**config.mk**
```make
export PLATFORM = sky130hd
export DESIGN_NAME = pht_ram
export DESIGN_NICKNAME = d
export VERILOG_FILES = /design/src/design/pht_ram.sv
export SDC_FILE = /design/constraint.sdc
export NUM_CORES = 1
export LEC_CHECK = 0
export BUFFER_PORTS_ARGS = -buffer_cell sky130_fd_sc_hd__buf_2
export CORE_MARGIN = 1
export CORE_UTILIZATION = 65
export CTS_BUF_LIST = sky130_fd_sc_hd__clkbuf_8
export CTS_CLUSTER_SIZE = 30
export DETAILED_ROUTE_END_ITERATION = 7
export PLACE_DENSITY_LB_ADDON = 0.05
export SETUP_SLACK_MARGIN = 0.02
export SLEW_MARGIN = 20
export SYNTH_ARGS = -nofsm -noshare
export SYNTH_HDL_FRONTEND = slang
export SYNTH_SLANG_ARGS = --single-unit
```
**constraint.sdc**
```tcl
create_clock -name clock -period 4.8 [get_ports clock]
set_clock_uncertainty 0.05 [all_clocks]
set_input_delay 0.72 -clock clock [delete_from_list [all_inputs] [get_ports clock]]
set_output_delay 0.72 -clock clock [all_outputs]
set_load 0.05 [all_outputs]
```
**src/design/pht_ram.sv**
```systemverilog
// Generic single-port-write, single-port-read RAM with registered read data.
// No dependencies.
module pht_ram #(
   parameter int WIDTH = 8,
   parameter int DEPTH = 16
) (
   input  logic                     clock,
   input  logic                     wr_en,
   input  logic [$clog2(DEPTH)-1:0] wr_addr,
   input  logic [WIDTH-1:0]         wr_data,
   input  logic [$clog2(DEPTH)-1:0] rd_addr,
   output logic [WIDTH-1:0]         rd_data
);

   logic [WIDTH-1:0] mem [DEPTH];

   always_ff @(posedge clock) begin
      if (wr_en) begin
         mem[wr_addr] <= wr_data;
      end
      rd_data <= mem[rd_addr];
   end

endmodule

```
# == Yosys cells after proc, flatten, opt, wreduce, memory -nomap -nowiden ==
# Memories as Yosys holds them, arrays and structs flattened. A register that Yosys moved wholly into a read port is not among the register bits.
# Cells that the tools add are included.
# classes
n_mux,2
# ops
operator,count
two-way mux 1 bit,2
# totals
ff_bits,0
ram_bits,128
input_bits,18
out_inout_bits,8
elab_cells,3
mem_count,1
# memory_table
memory,depth,word_bits,read_ports,rd_ports_with_merged_regs,wr,line_no,text
mem,16,8,1,1,1,15,logic [WIDTH-1:0] mem [DEPTH];

# == Longest topological paths before layout ==
# logic_depth
ltp_word,2
mapped_depth,5
mapped_depth_nobuf,3

# == Worst setup path after synthesis ==
# Ideal clock, no wire load.
# synth_path
path_type,input to register
start,input wr_addr[2]
end,memory mem[0][0] (enable)
setup_time_ns,0.383
arrival_time_ns,1.830
t_required_ns,4.367
path_slack_ns,2.537
cell_stages,2
path_buffers,0
path_cell_list,or3b_2 -> nor3_1
# synth_lines
element,line_no,text
from (decl),9,"input logic [$clog2(DEPTH)-1:0] wr_addr,"
to (decl),15,
# Straight into the memory's write port.

# == Worst setup path after layout ==
# layout_path
start,input wr_addr[2]
end,memory mem[3][4] (enable)
# Straight into the memory's write port.

==> PnR_summary.wiki <==
{| class="wikitable"
! Metric !! Value
|-
| Status || finished, final reports clean
|-
| Clock latency reported for the late side of the worst-skew pair || 430 ps
|-
| Ordered list of cells on the worst path || buf_2, or3b_2, nor2_1
|-
| Port Buffer Count || 25
|-
| Total Routing Usage GR || 24.7%
|-
| Critical Path RT || 4800 ps
|-
| Clock period minus worst slack || between 2000 and 2500 ps
|-
| Number of buffers and inverters on the critical path || 1
|-
| Most common library cell in the layout ignoring fill and taps || sky130_fd_sc_hd__edfxtp_1
|-
| Die outline height || ~91 µm
|-
| Number of routed nets with antenna violations || 0
|-
| Crit path capture type || flip-flop
|-
| Max Clk Rate || ~480 MHz
|-
| Overflow left after global routing || 0
|-
| Deepest level of the CTS H-tree || 4
|-
| Delay of the slowest cell on the worst path || 710 ps
|-
| Flip-flop and latch count after synthesis || about 140
|-
| Register area share after synthesis || slightly below 80%
|-
| Routed len/inst || roughly 24 µm
|-
| Placer congestion estimate || a little over 0.7
|-
| Core utilization of the finished layout || approximately 75%
|-
| CTS Root Cell || sky130_fd_sc_hd__clkbuf_8
|-
| Total Nets Final || ~280
|-
| Power per Cell Area || 433 nW/µm²
|-
| Max Root-Sink Buffers || 2
|-
| Area added between synthesis and finish || 12.3%
|-
| Post-route worst setup slack || 2710 ps
|-
| Max rail drop VDD || between 0.3 and 0.4 mV
|-
| RSZ-0062 raised after global routing || false
|-
| Cell row count || 32
|-
| TNS Setup || 0 ps
|-
| DRC Markers || 0
|-
| Sort of element at the start of the critical path || input port
|-
| Commonest cells after routing, fill and taps aside || sky130_fd_sc_hd__edfxtp_1 (128), sky130_fd_sc_hd__buf_2 (24), sky130_fd_sc_hd__mux4_2 (18)
|-
| CTS tree || done
|-
| Final number of hold-violating endpoints || 0
|-
| Pwr Total || between 2000 and 3000 µW
|-
| Initial antenna violation count || 0
|-
| CTS clk-pin slew, worst paths || approximately 80 ps
|-
| Wire length of the first global-routing pass || ~14000 µm
|-
| Worst max-slew margin expressed relative to the limit || between 30% and 40%
|-
| Per-instance average area after synthesis || 22.5 µm²
|-
| Pre-CTS worst setup slack || around 2000 ps
|-
| Final wirelength || approximately 9300 µm
|-
| Pin count of the biggest net entering global routing || 33
|-
| Reported leakage power || roughly 0.0019 µW
|-
| Signal arrival time at the worst endpoint || between 2000 and 2500 ps
|-
| Fraction of layout instances using a drive strength above 1 || 27.7%
|-
| Number of buffers created by CTS || 17
|-
| Setup violators final || 0
|-
| Core area || approximately 7700 µm²
|-
| Final Max Tran Viols || 0
|-
| Via count of the first global-routing pass || 2376
|-
| Detailed Place HPWL || about 5600 µm
|-
| First-pass detailed-route iteration total || 5
|-
| Antenna cells || 0
|-
| Post-detailed-route via-to-cell ratio || between 6 and 7
|-
| Instance count of the mapped netlist || 229
|-
| Summed instance area of the synthesized netlist || 5150 µm²
|-
| Starting utilization of the core area || 67.0%
|-
| Area of the die || about 8300 µm²
|-
| Post-CTS Hold Buffers || 0
|-
| Horizontal die dimension || about 91 µm
|-
| Number of violations reported at the end of detailed-routing iteration 0 || between 150 and 200
|-
| Post-Syn Nets || about 250
|-
| Actual slew at the worst max-slew pin || slightly above 900 ps
|-
| Via Count || approximately 2400
|-
| Number of warning messages in the yosys log || 0
|-
| Crit path max fanout || 8
|-
| Hold crit path type || input port to flip-flop
|-
| Number of buffers inserted to repair setup after CTS || 0
|-
| Critical-path top delay cell || sky130_fd_sc_hd__nor2_1
|-
| Crit path kind || input port to flip-flop
|-
| Max-capacitance violation count || 0
|-
| Delay-heaviest family, CP || simple AND/OR/NAND/NOR gates
|-
| Part of the cycle the worst path needs || 43.5%
|-
| Post-cts repair resize count || 0
|-
| Number of ports placed on the die boundary || 26
|-
| Clock sink total || 136
|-
| Netlist cell types || 19
|}
## where the power goes
part	leakage (µW)	switching, µW	internal (µW)	total, µW
sequential	0.00122	6.75	1330	1330
combinational	0.000488	97.4	48.2	146
clock	0.000217	415	611	1030
total	0.00193	520	1990	2510
## logic make-up after synthesis
family / synth area share (%)
multiplexers: 15.0
AO/OA/AOI/OAI: 2.33
AND/OR/NAND/NOR: 3.18
flip-flops: 77.8
buffers and inverters: 1.68
## per-layer routing
layer	vias to the layer above	GRT usage [%]	share of wire (%)
met4	0	7.94	0.85
li1	1048	-	-
met5	-	0	0
met3	8	6.28	6.4
met1	1239	37.4	46
met2	111	36.3	47
## sequential cells by signal (all words and copies together), names as in the netlist
signal and count:
mem 128, rd_data 8
## layout make-up
| type | instances | area, µm² |
|---|---|---|
| repair buffers | 28 | 150 |
| clock inverters | 14 | 205 |
| flip-flops and latches | 136 | 4000 |
| clock buffers | 17 | 234 |
| fillers | 471 | 1900 |
| well taps | 102 | 128 |
| multi-input cells | 83 | 1060 |
## cells in the mapped netlist, drive strengths merged
cell | count | share of area [%]
edfxtp | 128 | 75
mux4 | 32 | 15
a22oi | 16 | 2.3
nor2 | 13 | 0.95
nand2 | 9 | 0.66
dfxtp | 8 | 3.1
buf | 7 | 1.1
nor3 | 4 | 0.39
clkdlybuf4s25 | 3 | 0.58
nand2b | 2 | 0.24
nand3b | 2 | 0.29
and2 | 1 | 0.12
and2b | 1 | 0.15
nand3 | 1 | 0.097
nor2b | 1 | 0.12
or3b | 1 | 0.17
## worst paths after layout
| path | endpoint | slack [ps] | cells past startpoint | start |
|---|---|---|---|---|
| min | mem[1][3] | 640 | 1 | wr_data[3] |
| max | mem[3][4] | 2710 | 3 | wr_addr[2] |
| max reg2reg | rd_data[1] | 3350 | 3 | mem[5][1] |
| min reg2reg | rd_data[4] | 640 | 3 | mem[10][4] |
## through the flow
step                hold slack [ps]  instance area, µm²  cells
global route                    618                5780    380
CTS                             622                5780    380
detailed placement              632                5340    349
floorplan                       579                5150    229
global placement                603                5340    349
finish                          641                5780    380
(Power assumes the default switching activity.)
