[src/design/pht_pkg.sv]
// Shared types and constants for the position hash table.
// No dependencies; used by the top level, the score adjust unit and the checker.
package pht_pkg;

   localparam int DEF_INDEX_BITS = 16;
   localparam int DEF_MOVE_BITS  = 16;
   localparam int DEF_SCORE_BITS = 16;
   localparam int THRESH_W       = 15;
   localparam int ENTRY_W        = 17;

   localparam logic [THRESH_W-1:0] THRESH_RESET = 15'd30000;

   localparam logic [1:0] MODE_PROBE = 2'd0;
   localparam logic [1:0] MODE_STORE = 2'd1;
   localparam logic [1:0] MODE_CLEAR = 2'd2;

   localparam logic [1:0] NODE_EXACT = 2'd0;

   typedef enum logic [1:0] {
      ST_IDLE,
      ST_LOOKUP,
      ST_CLEAR
   } pht_state_type;

   typedef struct packed {
      logic [1:0]         mode;
      logic [63:0]        key;
      logic [15:0]        best_move;
      logic [6:0]         root_depth;
      logic [6:0]         depth_searched;
      logic signed [15:0] score;
      logic [1:0]         node_type;
   } pht_req_type;

   typedef struct packed {
      logic                 hit;
      logic [15:0]          found_move;
      logic [6:0]           found_depth;
      logic signed [15:0]   found_score;
      logic [1:0]           found_type;
      logic                 written;
      logic [ENTRY_W-1:0]   entry_count;
   } pht_rsp_type;

endpackage

[src/design/pht_madj.sv]
// Mate score adjustment by root depth, saturated to the stored score range.
// Depends on pht_pkg for the threshold width.
module pht_madj #(
   parameter int   IN_BITS    = 16,
   parameter int   SCORE_BITS = 16,
   parameter logic AWAY       = 1'b1
) (
   input  logic signed [IN_BITS-1:0]          score_i,
   input  logic [6:0]                         root_depth_i,
   input  logic [pht_pkg::THRESH_W-1:0]       threshold_i,
   output logic signed [SCORE_BITS-1:0]       score_o
);

   localparam int M1 = (IN_BITS > SCORE_BITS) ? IN_BITS : SCORE_BITS;
   localparam int M2 = (M1 > pht_pkg::THRESH_W + 1) ? M1 : pht_pkg::THRESH_W + 1;
   localparam int W  = M2 + 2;

   localparam logic signed [W-1:0] HI =
      {{(W-SCORE_BITS+1){1'b0}}, {(SCORE_BITS-1){1'b1}}};
   localparam logic signed [W-1:0] LO =
      {{(W-SCORE_BITS+1){1'b1}}, {(SCORE_BITS-1){1'b0}}};

   logic signed [W-1:0] s_w;
   logic signed [W-1:0] t_w;
   logic signed [W-1:0] d_w;
   logic signed [W-1:0] r_w;
   logic signed [W-1:0] c_w;

   assign s_w = W'(score_i);
   assign t_w = signed'({{(W-pht_pkg::THRESH_W){1'b0}}, threshold_i});
   assign d_w = AWAY ? signed'({{(W-7){1'b0}}, root_depth_i})
                     : -signed'({{(W-7){1'b0}}, root_depth_i});

   always_comb begin
      if (s_w <= -t_w) begin
         r_w = s_w - d_w;
      end else if (s_w >= t_w) begin
         r_w = s_w + d_w;
      end else begin
         r_w = s_w;
      end
      if (r_w > HI) begin
         c_w = HI;
      end else if (r_w < LO) begin
         c_w = LO;
      end else begin
         c_w = r_w;
      end
   end

   assign score_o = c_w[SCORE_BITS-1:0];

endmodule

[config.mk]
export PLATFORM = sky130hd
export DESIGN_NAME = pht_madj
export DESIGN_NICKNAME = d
export VERILOG_FILES = /design/src/design/pht_pkg.sv /design/src/design/pht_madj.sv
export SDC_FILE = /design/constraint.sdc
export NUM_CORES = 1
export LEC_CHECK = 0
export ABC_CLOCK_PERIOD_IN_PS = 4600
export BUFFER_PORTS_ARGS = -buffer_cell sky130_fd_sc_hd__clkbuf_2
export CAP_MARGIN = 10
export CORE_ASPECT_RATIO = 0.8
export CORE_UTILIZATION = 45
export DETAILED_ROUTE_END_ITERATION = 16
export PLACE_DENSITY = 0.77
export SYNTH_ARGS = -nofsm -noshare
export SYNTH_HDL_FRONTEND = slang
export SYNTH_SLANG_ARGS = --single-unit
[constraint.sdc]
create_clock -name vclk -period 4.6
set_clock_uncertainty 0.2 [all_clocks]
set_input_delay 0.92 -clock vclk [all_inputs]
set_output_delay 0.92 -clock vclk [all_outputs]
set_load 0.005 [all_outputs]
; Yosys cells after proc, flatten, opt, wreduce, memory -nomap -nowiden
; Index checks and enable logic that the tools add are counted.
[classes]
n_addsub = 3
order_cmp = 4
mux = 4
[ops]
columns = operator, count
row1 = 18-bit 2-to-1 mux, 2
row2 = 16-bit 2-to-1 mux, 2
row3 = "18-bit by 16-bit > comparator with 1-bit output, second input constant", 1
row4 = 16-bit by 18-bit less-or-equal comparator with 1-bit output, 1
row5 = "18-bit by 16-bit less-than comparator with 1-bit output, second input constant", 1
row6 = 15-bit negation with 18-bit output, 1
row7 = 16-bit by 8-bit adder with 17-bit output, 1
row8 = 16-bit by 8-bit subtractor with 17-bit output, 1
row9 = 16-bit greater-or-equal comparator, 1
[totals]
register_bits = 0
inputBits = 38
output_inout_bits = 16
wordCells = 11

; Depth between registers and ports, before layout
[depth]
depth_word = 6
mapped_depth = 15
depth_no_buf = 13

; Worst setup path after synthesis
; Ideal clock, no wire load.
[synth_timing]
path_kind = input-to-output
startpoint = in threshold_i[2] (netlist name)
endpoint = out score_o[10]
arrival_time_ns = 3.819
path_slack_ns = -0.339
cell_stages = 13
path_cell_list = nor3_1 -> and3_1 -> nand2_1 -> nor4_1 -> ha_1 -> nand4_1 -> or3_1 -> o22ai_1 -> nor2_1 -> nor2_1 -> mux2i_1 -> clkbuf_1 -> o211ai_1
[synth_between]
elab_chain_len = 6
word_cells_on_any_way = 9
[synth_lines]
columns = element, line
row1 = "start, declared", pht_madj.sv:10  ; input logic [pht_pkg::THRESH_W-1:0] threshold_i,
row2 = 15-bit negation with 18-bit output / 16-bit greater-or-equal comparator (equally long branches), "pht_madj.sv:35, pht_madj.sv:37"
row3 = 16-bit by 18-bit less-or-equal comparator with 1-bit output / 18-bit 2-to-1 mux (equally long branches), "pht_madj.sv:35, pht_madj.sv:37"
row4 = 18-bit 2-to-1 mux *, pht_madj.sv:35  ; if (s_w <= -t_w) begin
row5 = 18-bit by 16-bit less-than comparator with 1-bit output, pht_madj.sv:44  ; end else if (r_w < LO) begin
row6 = 16-bit 2-to-1 mux, pht_madj.sv:44
row7 = 16-bit 2-to-1 mux *, pht_madj.sv:42  ; if (r_w > HI) begin
row8 = "end, declared", pht_madj.sv:11  ; output logic signed [SCORE_BITS-1:0] score_o
; Mark *: on every way between the ends. The rest lies on a longest branch, timed or not.

; Final worst setup path
[layout_timing]
startpoint = in threshold_i[2] (netlist name)
endpoint = out score_o[13]
; The elaborated chain is that of the path after synthesis.

==> results.yml <==
drt:
  drtIter0Drc: 419
  viasPerCell: 6.39
  antenna_violating_nets_post_route: 0
  vias: 3426
  wl_mm: 9.72
  drc: 0
  avgRoutedWirePerCell_um: 18.1
  firstDrtPassIters: 5
floorplanning:
  fp.dieH_um: 67.4
  start_util_pct: 47.4
  num_rows: 23
  die_area_um2: 5640
  die_w_um: 83.7
  ios: 54
  core_area_um2: 5060
grt:
  grt_pass1_wl_mm: 15.0
  grt_start_max_net_pins: 10
  antenna_found_initial: 0
  grt_pass1_vias: 3186
  grt_usage_pct: 32.9
  grt-ovfl-total: 0
layout:
  seqCellArea_um2: 0
  fin_nets: 563
  seq_cell_count: 0
  n_antenna_cell: 0
  drive_above_1_share_pct: 41.8
  clock_buffers: 0
  area_growth_syn_to_layout_pct: 59.3
setup_path:
  slowest_delay_ns: 0.30
  worst_ep_arrival_time_ns: 3.98
  critPathMaxFanout: 6
  end_kind: "output port"
  path_depth: 18
  critical_path.top_delay_family: "simple AND/OR/NAND/NOR gates"
  path_buf_inv: 5
  path_cells: "buf_6, nor3_4, and3_4, nand2_2, nor2_1, xnor2_1, ha_1, a21oi_1, o22ai_1, nor3_2, buf_4, nor2_4, buf_6, nor2_4, mux2i_2, buf_4, nand3b_1, clkbuf_2"
  cp-start-kind: "input pin"
  crit_required_ns: 3.48
  slowest_stage: "mux2i_2"
  path_class: "input pin to output port"
timing:
  finalSetupViolCount: 16
  setup_tns_ns: -6.89
  period_minus_slack_ns: 5.10
  tightest_slew_ns: 0.691
  slew_viol_final: 0
  max_freq_mhz: 196
  finalHoldViolCount: 0
  rsz0062_at_grt: "yes"
  finalCritPeriodShare_pct: 111
  max_slew_margin_pct: 53.4
  fin_ws_ns: -0.495
yosys:
  synth_warnings: 0
  syn_nets: 430
  synth_cell_type_count: 57
  netlist_area_um2: 2400
  synth_area_leaders: "ha_1 24%, inv_1 5.5%, o211ai_1 5.0%"
  yosysSeqAreaShare_pct: 0
  syn_area_per_cell_um2: 7.00
  synthTopCellsByCount: "47 x ha_1, 35 x inv_1, 25 x nor2_1, 22 x nand2_1, 21 x a21oi_1"
  synth_most_common_cell: "ha_1"
  synthCells: 343
  synth_top_area_share_pct: 24.5
  synth_top_area_cell: "ha_1"
placement:
  io_buffers: 54
  gp_congestion: 0.960
  dp_hpwl_mm: 6.98
  place_ws_ns: -0.696
hold_path:
  min_delay_path_depth: 4
  hp-class: "input pin to output port"
clock_tree:
  hold_buffers: 0
pwr:
  p_per_area_nw_per_um2: 95.7
  power.leakage_nw: 1.77
  vdd_ir_drop_max_uv: 61.2
run:
  drv_cap: 0
run_status:
  status: "finished, violations left"
  violations: "setup timing"
[kinds of logic (layout without fill, tap and decap cells)]
logic type,Yosys count,after routing,share of synthesized area (%)
muxes,4,4,1.77
AOI/OAI and AO/OA,101,101,30.3
xor gates and xnor gates,11,11,4.01
and+or+nand+nor,133,134,30.6
buffers and inverters,45,175,7.19
adders and majority gates,49,49,26.1
[power by group]
group / internal [mW] / switching, mW / leakage (nW)
combinational: 0.165 / 0.201 / 1.77
sequential: 0 / 0 / 0
clock: 0 / 0 / 0
[worst paths after layout]
path	from	end	slack, ns
worst max-delay path	threshold_i[2]	score_o[13]	-0.50
worst min-delay path	score_i[14]	score_o[15]	2.13
[worst min-delay path: cells and delay by family]
family                 cells  cell delay, ns
AO/OA/AOI/OAI              1            0.08
buffers and inverters      3            0.41
[placed cells by master, fill, tap and decap left out, types with 4 or more instances in the layout]
cell / count
xnor2_1: 9
a31oi_1: 5
clkbuf_2: 47
a21oi_1: 14
nand2b_1: 5
a2111oi_4: 5
buf_4: 78
nand4_1: 5
nor2b_1: 4
inv_1: 35
nand2_1: 20
nor2_1: 21
buf_6: 10
nor4_1: 4
nand3_1: 10
o211ai_1: 16
ha_1: 46
nor3_4: 4
a21oi_2: 5
a21o_1: 5
o21ai_0: 7
nor3_1: 10
or3_1: 6
nor4_2: 4
[layer usage]
metal / wire length [um] / track usage (%)
met3: 890 / 4.16
met2: 4520 / 59.9
met5: 0 / 0
met1: 4020 / 41.3
met4: 285 / 9.53
[per-stage QoR]
stage                     instances  total power [mW]  util (%)  cell area (um2)  hold slack [ns]
after CTS                       531             0.337      71.2             3610             2.10
final                           536             0.366      75.5             3830             2.13
after detailed placement        518             0.305      65.1             3300             2.10
after global placement          518             0.295      65.1             3300             2.10
after floorplan                 343             0.172         -             2480             1.70
after global routing            536             0.397      75.5             3830             2.14
[cell type report]
type	instances	area (um2)
Multi-Input combinational cell	299	2630
Timing Repair Buffer	140	983
Inverter	35	131
Tap cell	62	77.6
Fill cell	385	1240
[timing repair]
| item | in CTS | in global routing |
|---|---|---|
| gates cloned | 1 | 0 |
| pin swaps | 27 | 17 |
| endpoints found under the setup margin | 16 | 16 |
| setup buffers | 12 | 5 |
| resized for setup | 45 | 39 |
No activity file was read; power rests on OpenSTA's default activity.
